[config.mk]
export PLATFORM = sky130hd
export DESIGN_NAME = prime_sieve_odd_bitmap
export DESIGN_NICKNAME = d
export VERILOG_FILES = /design/src/rtl/psob_pkg.sv /design/src/rtl/psob_form_unit.sv /design/src/rtl/prime_sieve_odd_bitmap.sv
export SDC_FILE = /design/constraint.sdc
export NUM_CORES = 1
export LEC_CHECK = 0
export ABC_AREA = 1
export CORE_ASPECT_RATIO = 2
export CORE_MARGIN = 4
export CORE_UTILIZATION = 55
export DETAILED_ROUTE_END_ITERATION = 16
export DONT_BUFFER_PORTS = 1
export GPL_TIMING_DRIVEN = 0
export PLACE_DENSITY = 0.7
export SYNTH_ARGS = -nofsm -noshare
export SYNTH_HDL_FRONTEND = slang
export SYNTH_SLANG_ARGS = --single-unit
[constraint.sdc]
create_clock -name clk -period 9 [get_ports clk]
set_input_delay 0.45 -clock clk [delete_from_list [all_inputs] [get_ports clk]]
set_output_delay 0.45 -clock clk [all_outputs]
set_load 0.02 [all_outputs]
[src/rtl/psob_pkg.sv]
// Package for the odd-number Atkin sieve: widths, unit mode codes, the
// result struct of the shared arithmetic unit and small residue helpers.
// No dependencies.
`default_nettype none

package psob_pkg;

    localparam int LIM_W         = 8;   // request limit width
    localparam int MASK_W        = 47;  // result bitmap width
    localparam int OP_W          = 4;   // x, y and p operands (all stay below 14)
    localparam int SQ_W          = 8;   // square of an operand
    localparam int IDX_MAX_W     = 6;   // table index, table never exceeds 64 entries
    localparam int MAX_LIMIT_DEF = 100;

    // shared unit modes
    localparam logic [1:0] MODE_A   = 2'd0;  // 4x^2 + y^2
    localparam logic [1:0] MODE_B   = 2'd1;  // 3x^2 + y^2
    localparam logic [1:0] MODE_C   = 2'd2;  // 3x^2 - y^2, x > y
    localparam logic [1:0] MODE_CLR = 2'd3;  // square-multiple clear

    typedef struct packed {
        logic                 hit;      // table entry to be toggled / cleared
        logic                 xx_over;  // a*a above limit
        logic                 yy_over;  // b*b above limit
        logic [SQ_W-1:0]      xx;       // a*a
        logic [IDX_MAX_W-1:0] idx;      // table index of n
    } unit_res_t;

    // square of v, mod 12
    function automatic logic [3:0] sq_mod12(input logic [OP_W-1:0] v);
        logic [3:0] r;
        case (v)
            4'd0, 4'd6, 4'd12:               r = 4'd0;
            4'd1, 4'd5, 4'd7, 4'd11, 4'd13:  r = 4'd1;
            4'd2, 4'd4, 4'd8, 4'd10, 4'd14:  r = 4'd4;
            4'd3, 4'd9, 4'd15:               r = 4'd9;
            default:                         r = 4'd0;
        endcase
        return r;
    endfunction

    // v mod 12 for v below 64, three compare-subtract steps
    function automatic logic [3:0] mod12_6(input logic [5:0] v);
        logic [5:0] t;
        t = v;
        if (t >= 6'd48)
            t = t - 6'd48;
        if (t >= 6'd24)
            t = t - 6'd24;
        if (t >= 6'd12)
            t = t - 6'd12;
        return t[3:0];
    endfunction

endpackage

`default_nettype wire

[src/rtl/psob_form_unit.sv]
// Shared arithmetic unit: forms one quadratic value or takes a clear address,
// checks the mod-12 rule, range and table index. Uses psob_pkg.
`default_nettype none

module psob_form_unit
    import psob_pkg::*;
#(
    parameter int MAX_LIMIT = MAX_LIMIT_DEF
)
(
    input  wire logic [1:0]                           mode,
    input  wire logic [OP_W-1:0]                      a,
    input  wire logic [OP_W-1:0]                      b,
    input  wire logic [$clog2(5*MAX_LIMIT+1)-1:0]     m,
    input  wire logic [LIM_W-1:0]                     lim,
    output unit_res_t                                 res
);

    localparam int TBL_SIZE = (MAX_LIMIT - 5) / 2;
    localparam int N_W      = $clog2(5*MAX_LIMIT+1);
    localparam int CMP_W    = (N_W > LIM_W) ? N_W : LIM_W;

    logic [SQ_W-1:0]  xx;
    logic [SQ_W-1:0]  yy;
    logic [N_W-1:0]   xx_n;
    logic [N_W-1:0]   yy_n;
    logic [3:0]       am;
    logic [3:0]       bm;
    logic [3:0]       r12;
    logic [N_W-1:0]   n;
    logic             rule_ok;
    logic             in_range;
    logic [N_W-1:0]   idx_full;
    logic             idx_ok;

    always_comb
    begin
        xx   = {{(SQ_W-OP_W){1'b0}}, a} * {{(SQ_W-OP_W){1'b0}}, a};
        yy   = {{(SQ_W-OP_W){1'b0}}, b} * {{(SQ_W-OP_W){1'b0}}, b};
        xx_n = N_W'(xx);
        yy_n = N_W'(yy);
        am   = sq_mod12(a);
        bm   = sq_mod12(b);
        r12  = 4'd0;
        n    = m;
        rule_ok = 1'b0;
        case (mode)
            MODE_A:
            begin
                n       = (xx_n << 2) + yy_n;
                r12     = mod12_6({am, 2'b00} + 6'(bm));
                rule_ok = (r12 == 4'd1) || (r12 == 4'd5);
            end
            MODE_B:
            begin
                n       = (xx_n << 1) + xx_n + yy_n;
                r12     = mod12_6(6'(am) + {1'b0, am, 1'b0} + 6'(bm));
                rule_ok = (r12 == 4'd7);
            end
            MODE_C:
            begin
                n       = (xx_n << 1) + xx_n - yy_n;
                r12     = mod12_6(6'(am) + {1'b0, am, 1'b0} + 6'd12 - 6'(bm));
                rule_ok = (a > b) && (r12 == 4'd11);
            end
            MODE_CLR:
            begin
                n       = m;
                rule_ok = 1'b1;
            end
            default:
            begin
                n       = m;
                rule_ok = 1'b0;
            end
        endcase
        in_range = (n >= N_W'(7)) && (CMP_W'(n) <= CMP_W'(lim));
        idx_full = (n - N_W'(7)) >> 1;
        idx_ok   = (idx_full < N_W'(TBL_SIZE));

        res.hit     = rule_ok && in_range && idx_ok;
        res.xx_over = (xx > lim);
        res.yy_over = (yy > lim);
        res.xx      = xx;
        res.idx     = IDX_MAX_W'(idx_full);
    end

endmodule

`default_nettype wire

[src/rtl/prime_sieve_odd_bitmap.sv]
// Sequence: each (x, y) pair with x*x, y*y <= limit passes through S_FA, S_FB and S_FC,
// with a further S_FA step at the end of each row and at the end of the scan; then S_SQSEL
// visits each square candidate, S_CLR clears each multiple and closes each clearing run,
// and S_FIN loads the result. An over-limit request goes straight to S_FIN. One request at
// a time; the next is taken the cycle after the load. The result sits
// in an output register so the next request is taken while it waits.
// Reset: asynchronous, active low; sequencer idle, no result pending.
`default_nettype none

module prime_sieve_odd_bitmap
    import psob_pkg::*;
#(
    parameter int MAX_LIMIT = MAX_LIMIT_DEF
)
(
    input  wire logic              clk,
    input  wire logic              rst_n,
    input  wire logic              req_valid,
    output logic                   req_stall,
    input  wire logic [LIM_W-1:0]  limit,
    output logic                   res_valid,
    input  wire logic              res_stall,
    output logic [MASK_W-1:0]      prime_mask,
    output logic                   limit_error
);

    localparam int TBL_SIZE = (MAX_LIMIT - 5) / 2;
    localparam int IDX_W    = (TBL_SIZE > 1) ? $clog2(TBL_SIZE) : 1;
    localparam int N_W      = $clog2(5*MAX_LIMIT+1);

    localparam logic [2:0] S_IDLE  = 3'd0;
    localparam logic [2:0] S_FA    = 3'd1;
    localparam logic [2:0] S_FB    = 3'd2;
    localparam logic [2:0] S_FC    = 3'd3;
    localparam logic [2:0] S_SQSEL = 3'd4;
    localparam logic [2:0] S_CLR   = 3'd5;
    localparam logic [2:0] S_FIN   = 3'd6;

    logic [2:0]          state_reg, state_next;
    logic                res_valid_reg, res_valid_next;
    logic [TBL_SIZE-1:0] tbl_reg, tbl_next;
    logic [OP_W-1:0]     x_reg, x_next;
    logic [OP_W-1:0]     y_reg, y_next;
    logic [OP_W-1:0]     p_reg, p_next;
    logic [N_W-1:0]      m_reg, m_next;
    logic [SQ_W-1:0]     sq_reg, sq_next;
    logic [LIM_W-1:0]    lim_reg, lim_next;
    logic                err_reg, err_next;
    logic [MASK_W-1:0]   mask_reg, mask_next;
    logic                lerr_reg, lerr_next;

    logic [1:0]          mode;
    logic [OP_W-1:0]     op_a;
    unit_res_t           ures;
    logic [IDX_W-1:0]    hit_idx;
    logic [OP_W-1:0]     r_full;
    logic [IDX_W-1:0]    r_idx;
    logic                p_in_tbl;
    logic                req_acc;
    logic                load_res;
    logic [MASK_W-1:0]   mask_w;

    genvar gi;
    generate
        for (gi = 0; gi < MASK_W; gi++)
        begin : g_mask
            if (gi < TBL_SIZE)
            begin : g_on
                assign mask_w[gi] = tbl_reg[gi];
            end
            else
            begin : g_off
                assign mask_w[gi] = 1'b0;
            end
        end
    endgenerate

    always_comb
    begin
        case (state_reg)
            S_FA:     mode = MODE_A;
            S_FB:     mode = MODE_B;
            S_FC:     mode = MODE_C;
            default:  mode = MODE_CLR;
        endcase
        op_a = (state_reg == S_SQSEL) ? p_reg : x_reg;
    end

    psob_form_unit #(
        .MAX_LIMIT (MAX_LIMIT)
    ) u_form (
        .mode (mode),
        .a    (op_a),
        .b    (y_reg),
        .m    (m_reg),
        .lim  (lim_reg),
        .res  (ures)
    );

    assign hit_idx   = ures.idx[IDX_W-1:0];
    assign r_full    = (p_reg - OP_W'(7)) >> 1;
    assign r_idx     = IDX_W'(r_full);
    assign p_in_tbl  = (p_reg >= OP_W'(7)) && (int'(r_full) < TBL_SIZE) && tbl_reg[r_idx];
    assign req_stall = (state_reg != S_IDLE);
    assign req_acc   = req_valid && !req_stall;
    assign load_res  = (state_reg == S_FIN) && (!res_valid_reg || !res_stall);

    always_comb
    begin
        state_next     = state_reg;
        tbl_next       = tbl_reg;
        x_next         = x_reg;
        y_next         = y_reg;
        p_next         = p_reg;
        m_next         = m_reg;
        sq_next        = sq_reg;
        lim_next       = lim_reg;
        err_next       = err_reg;
        mask_next      = mask_reg;
        lerr_next      = lerr_reg;
        res_valid_next = res_valid_reg;

        if (res_valid_reg && !res_stall)
            res_valid_next = 1'b0;

        case (state_reg)
            S_IDLE:
            begin
                if (req_acc)
                begin
                    lim_next = limit;
                    tbl_next = '0;
                    x_next   = OP_W'(1);
                    y_next   = OP_W'(1);
                    if (limit > LIM_W'(MAX_LIMIT))
                    begin
                        err_next   = 1'b1;
                        state_next = S_FIN;
                    end
                    else
                    begin
                        err_next   = 1'b0;
                        state_next = S_FA;
                    end
                end
            end
            S_FA:
            begin
                if (ures.xx_over)
                begin
                    p_next     = OP_W'(5);
                    state_next = S_SQSEL;
                end
                else if (ures.yy_over)
                begin
                    x_next = x_reg + OP_W'(1);
                    y_next = OP_W'(1);
                end
                else
                begin
                    if (ures.hit)
                        tbl_next[hit_idx] = ~tbl_reg[hit_idx];
                    state_next = S_FB;
                end
            end
            S_FB:
            begin
                if (ures.hit)
                    tbl_next[hit_idx] = ~tbl_reg[hit_idx];
                state_next = S_FC;
            end
            S_FC:
            begin
                if (ures.hit)
                    tbl_next[hit_idx] = ~tbl_reg[hit_idx];
                y_next     = y_reg + OP_W'(1);
                state_next = S_FA;
            end
            S_SQSEL:
            begin
                // five is cleared unconditionally, later p only if still marked
                if (ures.xx_over)
                    state_next = S_FIN;
                else if ((p_reg == OP_W'(5)) || p_in_tbl)
                begin
                    sq_next    = ures.xx;
                    m_next     = N_W'(ures.xx);
                    state_next = S_CLR;
                end
                else
                    p_next = p_reg + OP_W'(2);
            end
            S_CLR:
            begin
                if (ures.hit)
                begin
                    tbl_next[hit_idx] = 1'b0;
                    m_next = m_reg + N_W'({sq_reg, 1'b0});
                end
                else
                begin
                    p_next     = p_reg + OP_W'(2);
                    state_next = S_SQSEL;
                end
            end
            S_FIN:
            begin
                if (load_res)
                begin
                    mask_next      = mask_w;
                    lerr_next      = err_reg;
                    res_valid_next = 1'b1;
                    state_next     = S_IDLE;
                end
            end
            default:
                state_next = S_IDLE;
        endcase
    end

    always_ff @(posedge clk or negedge rst_n)
    begin
        if (!rst_n)
        begin
            state_reg     <= S_IDLE;
            res_valid_reg <= 1'b0;
        end
        else
        begin
            state_reg     <= state_next;
            res_valid_reg <= res_valid_next;
        end
    end

    always_ff @(posedge clk)
    begin
        tbl_reg  <= tbl_next;
        x_reg    <= x_next;
        y_reg    <= y_next;
        p_reg    <= p_next;
        m_reg    <= m_next;
        sq_reg   <= sq_next;
        lim_reg  <= lim_next;
        err_reg  <= err_next;
        mask_reg <= mask_next;
        lerr_reg <= lerr_next;
    end

    assign res_valid   = res_valid_reg;
    assign prime_mask  = mask_reg;
    assign limit_error = lerr_reg;

endmodule

`default_nettype wire

Word-level counts from Yosys, hierarchy flattened
Memories as Yosys holds them, arrays and structs flattened. A register that Yosys moved wholly into a read port is not among the register bits. Cells that the tools add are included.

ROM bits: 96. Memories kept: 2. Flip-flop bits (word level): 137. Word-level logic and storage cells: 189. Output and inout bits: 50. Input port bits: 12.

Memory list: (no name shown) (words 16, width 3, read ports 1, clocked after memory_dff 0, write ports 0, line psob_pkg.sv:32) `case (v)`; (no name shown) (words 16, width 3, read ports 1, clocked after memory_dff 1, write ports 0, line psob_pkg.sv:32).

Order comparisons: 20. Add/subtract/negate cells: 24. Muxes and demuxes: 65. Reductions and logical operators: 33. $mul: 2. Bitwise logic cells: 4. Eq/ne operators: 27.

Operators with widths (number): $mux 47 (5); $pmux 47 s4 (1); $mux 6 (12); $mux 4 (17); $and 47x47->47 (1); $bwmux 47 (1); $not 47->47 (1); $pmux 9 s4 (1); $add 9x8->9 (3); $mux 9 (3); $mux 3 (8); $pmux 4 s3 (2); $pmux 3 s7 (1); $ge 6x4->1 const B (3); $ge 6x5->1 const B (3); $ge 6x6->1 const B (3); $pmux 9 s2 (1); $sub 6x5->6 const B (3); $sub 6x6->6 const B (3); $gt 8x8->1 (2); $mul 4x4->8 (2); $reduce_and 5->1 (3); $ne 2x2->1 const B (7); $add 6x4->6 (2); 50 further kinds (87).

Logic depth before layout (Yosys ltp)
An unclocked memory read counts as a cell.

Word-level depth: 24. Mapped depth: 40. Gate-level depth less buffers: 39.

Modules after synthesis
From an unflattened synthesis, not the netlist that was laid out.

Cells, all modules: 1349. Area total of the unflattened synthesis: 10317.4 sq um.

By module, submodules not included: prime_sieve_odd_bitmap (times used 1, sequential area each 4063.9 sq um, cells each 765, area each 6890.4 sq um); psob_form_unit (times used 1, sequential area each 0.0 sq um, cells each 584, area each 3427.0 sq um).

Least setup slack after synthesis
Ideal clock, no wire load.

Kind: reg2reg. Start point: register state_reg[1]. End point: register tbl_reg[0] (netlist: mask_w[0]) (enable). Path buffers: 1. Cell stages (with the launch flop): 34. Period minus slack after synthesis: 7.500 ns. Path slack: 1.500 ns. Arrival: 7.033 ns. Required time: 8.533 ns. Setup time: 0.467 ns. Path through: dfrtp_1 -> nor2_4 -> nand2_4 -> buf_2 -> nand2_1 -> nand2_1 -> nand2_1 -> nor2_1 -> fa_1 -> xor2_1 -> inv_1 -> fa_1 -> xnor2_1 -> ha_1 -> nand2_1 -> or2_2 -> nand3_1 -> nand2_1 -> nand2_1 -> o21ai_0 -> nand2_1 -> inv_1 -> ha_1 -> nand2_1 -> inv_1 -> o21ai_0 -> nand2_1 -> a21oi_1 -> o21ai_0 -> a21oi_1 -> nand3_1 -> a21oi_1 -> nand2_1 -> a21oi_1.

RTL lines: start: declaration (line prime_sieve_odd_bitmap.sv:39) `logic [2:0] state_reg, state_next;`; start signal: assignment (line prime_sieve_odd_bitmap.sv:230) `state_reg <= state_next;`; end signal: assignment (line prime_sieve_odd_bitmap.sv:237) `tbl_reg <= tbl_next;`; end: declaration (line prime_sieve_odd_bitmap.sv:41) `logic [TBL_SIZE-1:0] tbl_reg, tbl_next;`.

==> impl_results.md <==
* Clk Latency, worst-skew pair at 0.44 ns
* Syn avg cell area at 7.65 µm²
* Synth cell types at 45
* Area delta synth->final at 9.53%
* Buf/Inv on CP at 4
* Core footprint at 0.0180 mm²
* Die area at 0.0207 mm²
* Hold Crit Class: primary input to flip-flop
* Final HPWL DP at 22,200 µm
* GP Congestion at 0.966
* Initial Utilization at 56.2%
* Area contributors post-synth: edfxtp_1 (39%), nand2_1 (14%), ha_1 (11%), nor2_1 (6.8%), nand3_1 (6.2%)
* Ys flop type: edfxtp_1
* Synthesis-stage register bit count at 138
* Initial DRC count at 500
* Crit. End Element: flip-flop
* Critical-path maximum fanout at 10
* Cells after synthesis at 1,321
* Wire per inst at 18.3 µm
* CP max-delay cell: a21oi_1
* Post-CTS Setup Inserts at 0
* Final-report setup violation count at 0
* CP delay by family, top: simple AND/OR/NAND/NOR gates
* Final cycle utilization of the critical path at 80.8%
* Pin count of the biggest net entering global routing at 27
* Critical path class: flip-flop to flip-flop
* Share of the synthesized area in the top cell type at about 39%
* Via count at 9,001
* Residual DRC count at 0
* Synthesized area at 0.0101 mm²
* First-pass GRT wire length at 45,300 µm
* Warnings, synthesis at 0
* Hold buffer count at CTS at 1
* Slowest Stage Delay on Critical Path at 0.91 ns
* Antenna-violating nets left at 0
* Max H-tree Level at 4
* Setup ws final at about 1.7 ns
* WP depth at 32
* Share of cells above drive strength 1 at 5.90%
* Status: complete, no violations
* CTS tree: yes
* Initial antenna violation count at 0
* Tmin final at 7.27 ns
* Most common cell in the netlist: nand2_1
* Number of max-cap violations at 0
* Routed wire length at 28,700 µm
* Boundary Pins at 62
* RSZ-0062 raised after global routing: false
* Clock transition at path regs at 0.07 ns
* Sequential cell area fraction in the yosys report at roughly 41%
* Clock sinks at 138
* Final hold violations at 0
* Most frequent CP cell: nand2_1
* Port Buffer Count at 0
* Total Routing Usage GR at 28.3%
* Post-synth ARST share at 2.90%
* Grt ovf at 0
* Ant diodes at 0
* Vias in the first global route at 8,859
* Top post-synthesis cells by count: nand2_1 (387), nor2_1 (183), inv_1 (136), edfxtp_1 (131), nand3_1 (125)
* Highest Clock Rate at about 140 MHz
* Number of synthesized flops with an enable pin at 131
* Reg2reg path depth at 32
* Nets@finish at 1,447
* Clock Skews at 0.00819 ns
* Reg area at 0.00409 mm²
* Hold Path Cell Cnt at 0
* Pre-Repair DR Iteration Count at 5
* Max-slew headroom at 26.5%
* WP data required at 9.06 ns
* Worst-Margin Slew at 1.10 ns
* Fill cells at 1,663
* Multi-input gate area at approximately 0.0053 mm²
* Clock tree buffer depth at 2
* Slew Limit Fails at 0
* Critical path data arrival time at around 7.3 ns
* Chip height at 200 µm
* Core Rows at between 60 and 70
* Routed vias/inst at between 5 and 6
* Syn_nets at 1,425
* Synth area leader: edfxtp_1
* Root Buffer: clkbuf_16
* Die width at 104 µm
* Num CTS Buffers at 17
* Pre-CTS setup slack at 1.85 ns
* Cts repair resizes at 0
* Startpoint class of the critical path: flip-flop
-- layout make-up --
cell class | instances | area share, %
plain buffers | 28 | 1.29
clock buffers | 17 | 3.85
clock inverters | 15 | 1.72
inverters | 147 | 5.01
multi-input cells | 1008 | 48.2
flip-flops and latches | 138 | 37.0
well taps | 213 | 2.41
repair buffers | 3 | 0.520
-- cells by family (layout without fill, tap and decap cells) --
kind of cell	after synthesis	after routing	synth area share (%)
adder cells (fa/ha/maj)	92	92	11.7
AND/OR/NAND/NOR	754	754	31.3
flip-flops	138	138	40.5
XOR/XNOR	22	22	1.91
AO/OA/AOI/OAI	140	140	7.66
buffers and inverters	175	210	6.90
-- routing by layer --
layer  GRT usage [%]  share of wire (%)  routed length (µm)  vias up
met4            20.7                7.1                2030        0
li1                -                  -                   -     4428
met5               0                  0                   0        -
met1            26.4                 33                9340     4097
met3            4.56                5.1                1470      126
met2            55.0                 55               15900      350
-- worst register-to-register path, delay by kind of cell (launching register included) --
family / cells / cell delay, ns
simple gates: 17 / 2.08
flops: 1 / 0.46
compound gates: 5 / 1.41
buf+inv: 4 / 0.49
xor+xnor: 2 / 0.90
fa+ha+maj: 4 / 1.55
-- metrics by stage --
step	util (%)	TNS (ns)	hold WS, ns	instances	cell area (µm²)
floorplan	-	0	0.154	1321	10100
global placement	57.7	-34.83	0.155	1534	10400
detailed placement	58.1	0	0.155	1536	10400
CTS	61.6	0	0.0908	1569	11100
global route	61.6	0	0.0957	1569	11100
finish	61.6	0	0.105	1569	11100
-- worst paths after layout --
check	end	start	slack (ns)
setup / recovery	m_reg[1]	state_reg[1]	1.73
hold / removal	lim_reg[0]	limit[0]	0.11
setup reg to reg	m_reg[1]	state_reg[1]	1.73
hold reg to reg	limit_error	err_reg	0.44
max in group asynchronous	state_reg[2]	rst_n	8.46
min in group asynchronous	res_valid	rst_n	0.33
-- cell usage in the layout, fill, tap and decap left out, types with 4 or more instances in the layout --
| cell | netlist | final |
|---|---|---|
| clkbuf_1 | 15 | 15 |
| ha_1 | 88 | 88 |
| inv_2 | 8 | 8 |
| fa_1 | 4 | 4 |
| nand2_2 | 4 | 4 |
| nand2_1 | 387 | 387 |
| nor2_2 | 6 | 6 |
| o211ai_1 | 7 | 7 |
| a21oi_1 | 57 | 55 |
| nor2_1 | 183 | 183 |
| xor2_1 | 14 | 14 |
| clkinvlp_4 | 0 | 6 |
| xnor2_1 | 8 | 8 |
| o21ai_1 | 7 | 7 |
| o21ai_0 | 51 | 51 |
| edfxtp_1 | 131 | 131 |
| clkbuf_16 | 0 | 17 |
| nand3b_1 | 8 | 8 |
| buf_6 | 4 | 4 |
| inv_1 | 136 | 136 |
| buf_2 | 6 | 6 |
| nand4_1 | 13 | 13 |
| or2_2 | 7 | 7 |
| dfrtp_1 | 4 | 4 |
| nand3_1 | 125 | 125 |
| nor3_1 | 9 | 9 |
Power is not shown: default switching activity piles up to over one toggle a cycle in this logic, so the estimate is an artifact.
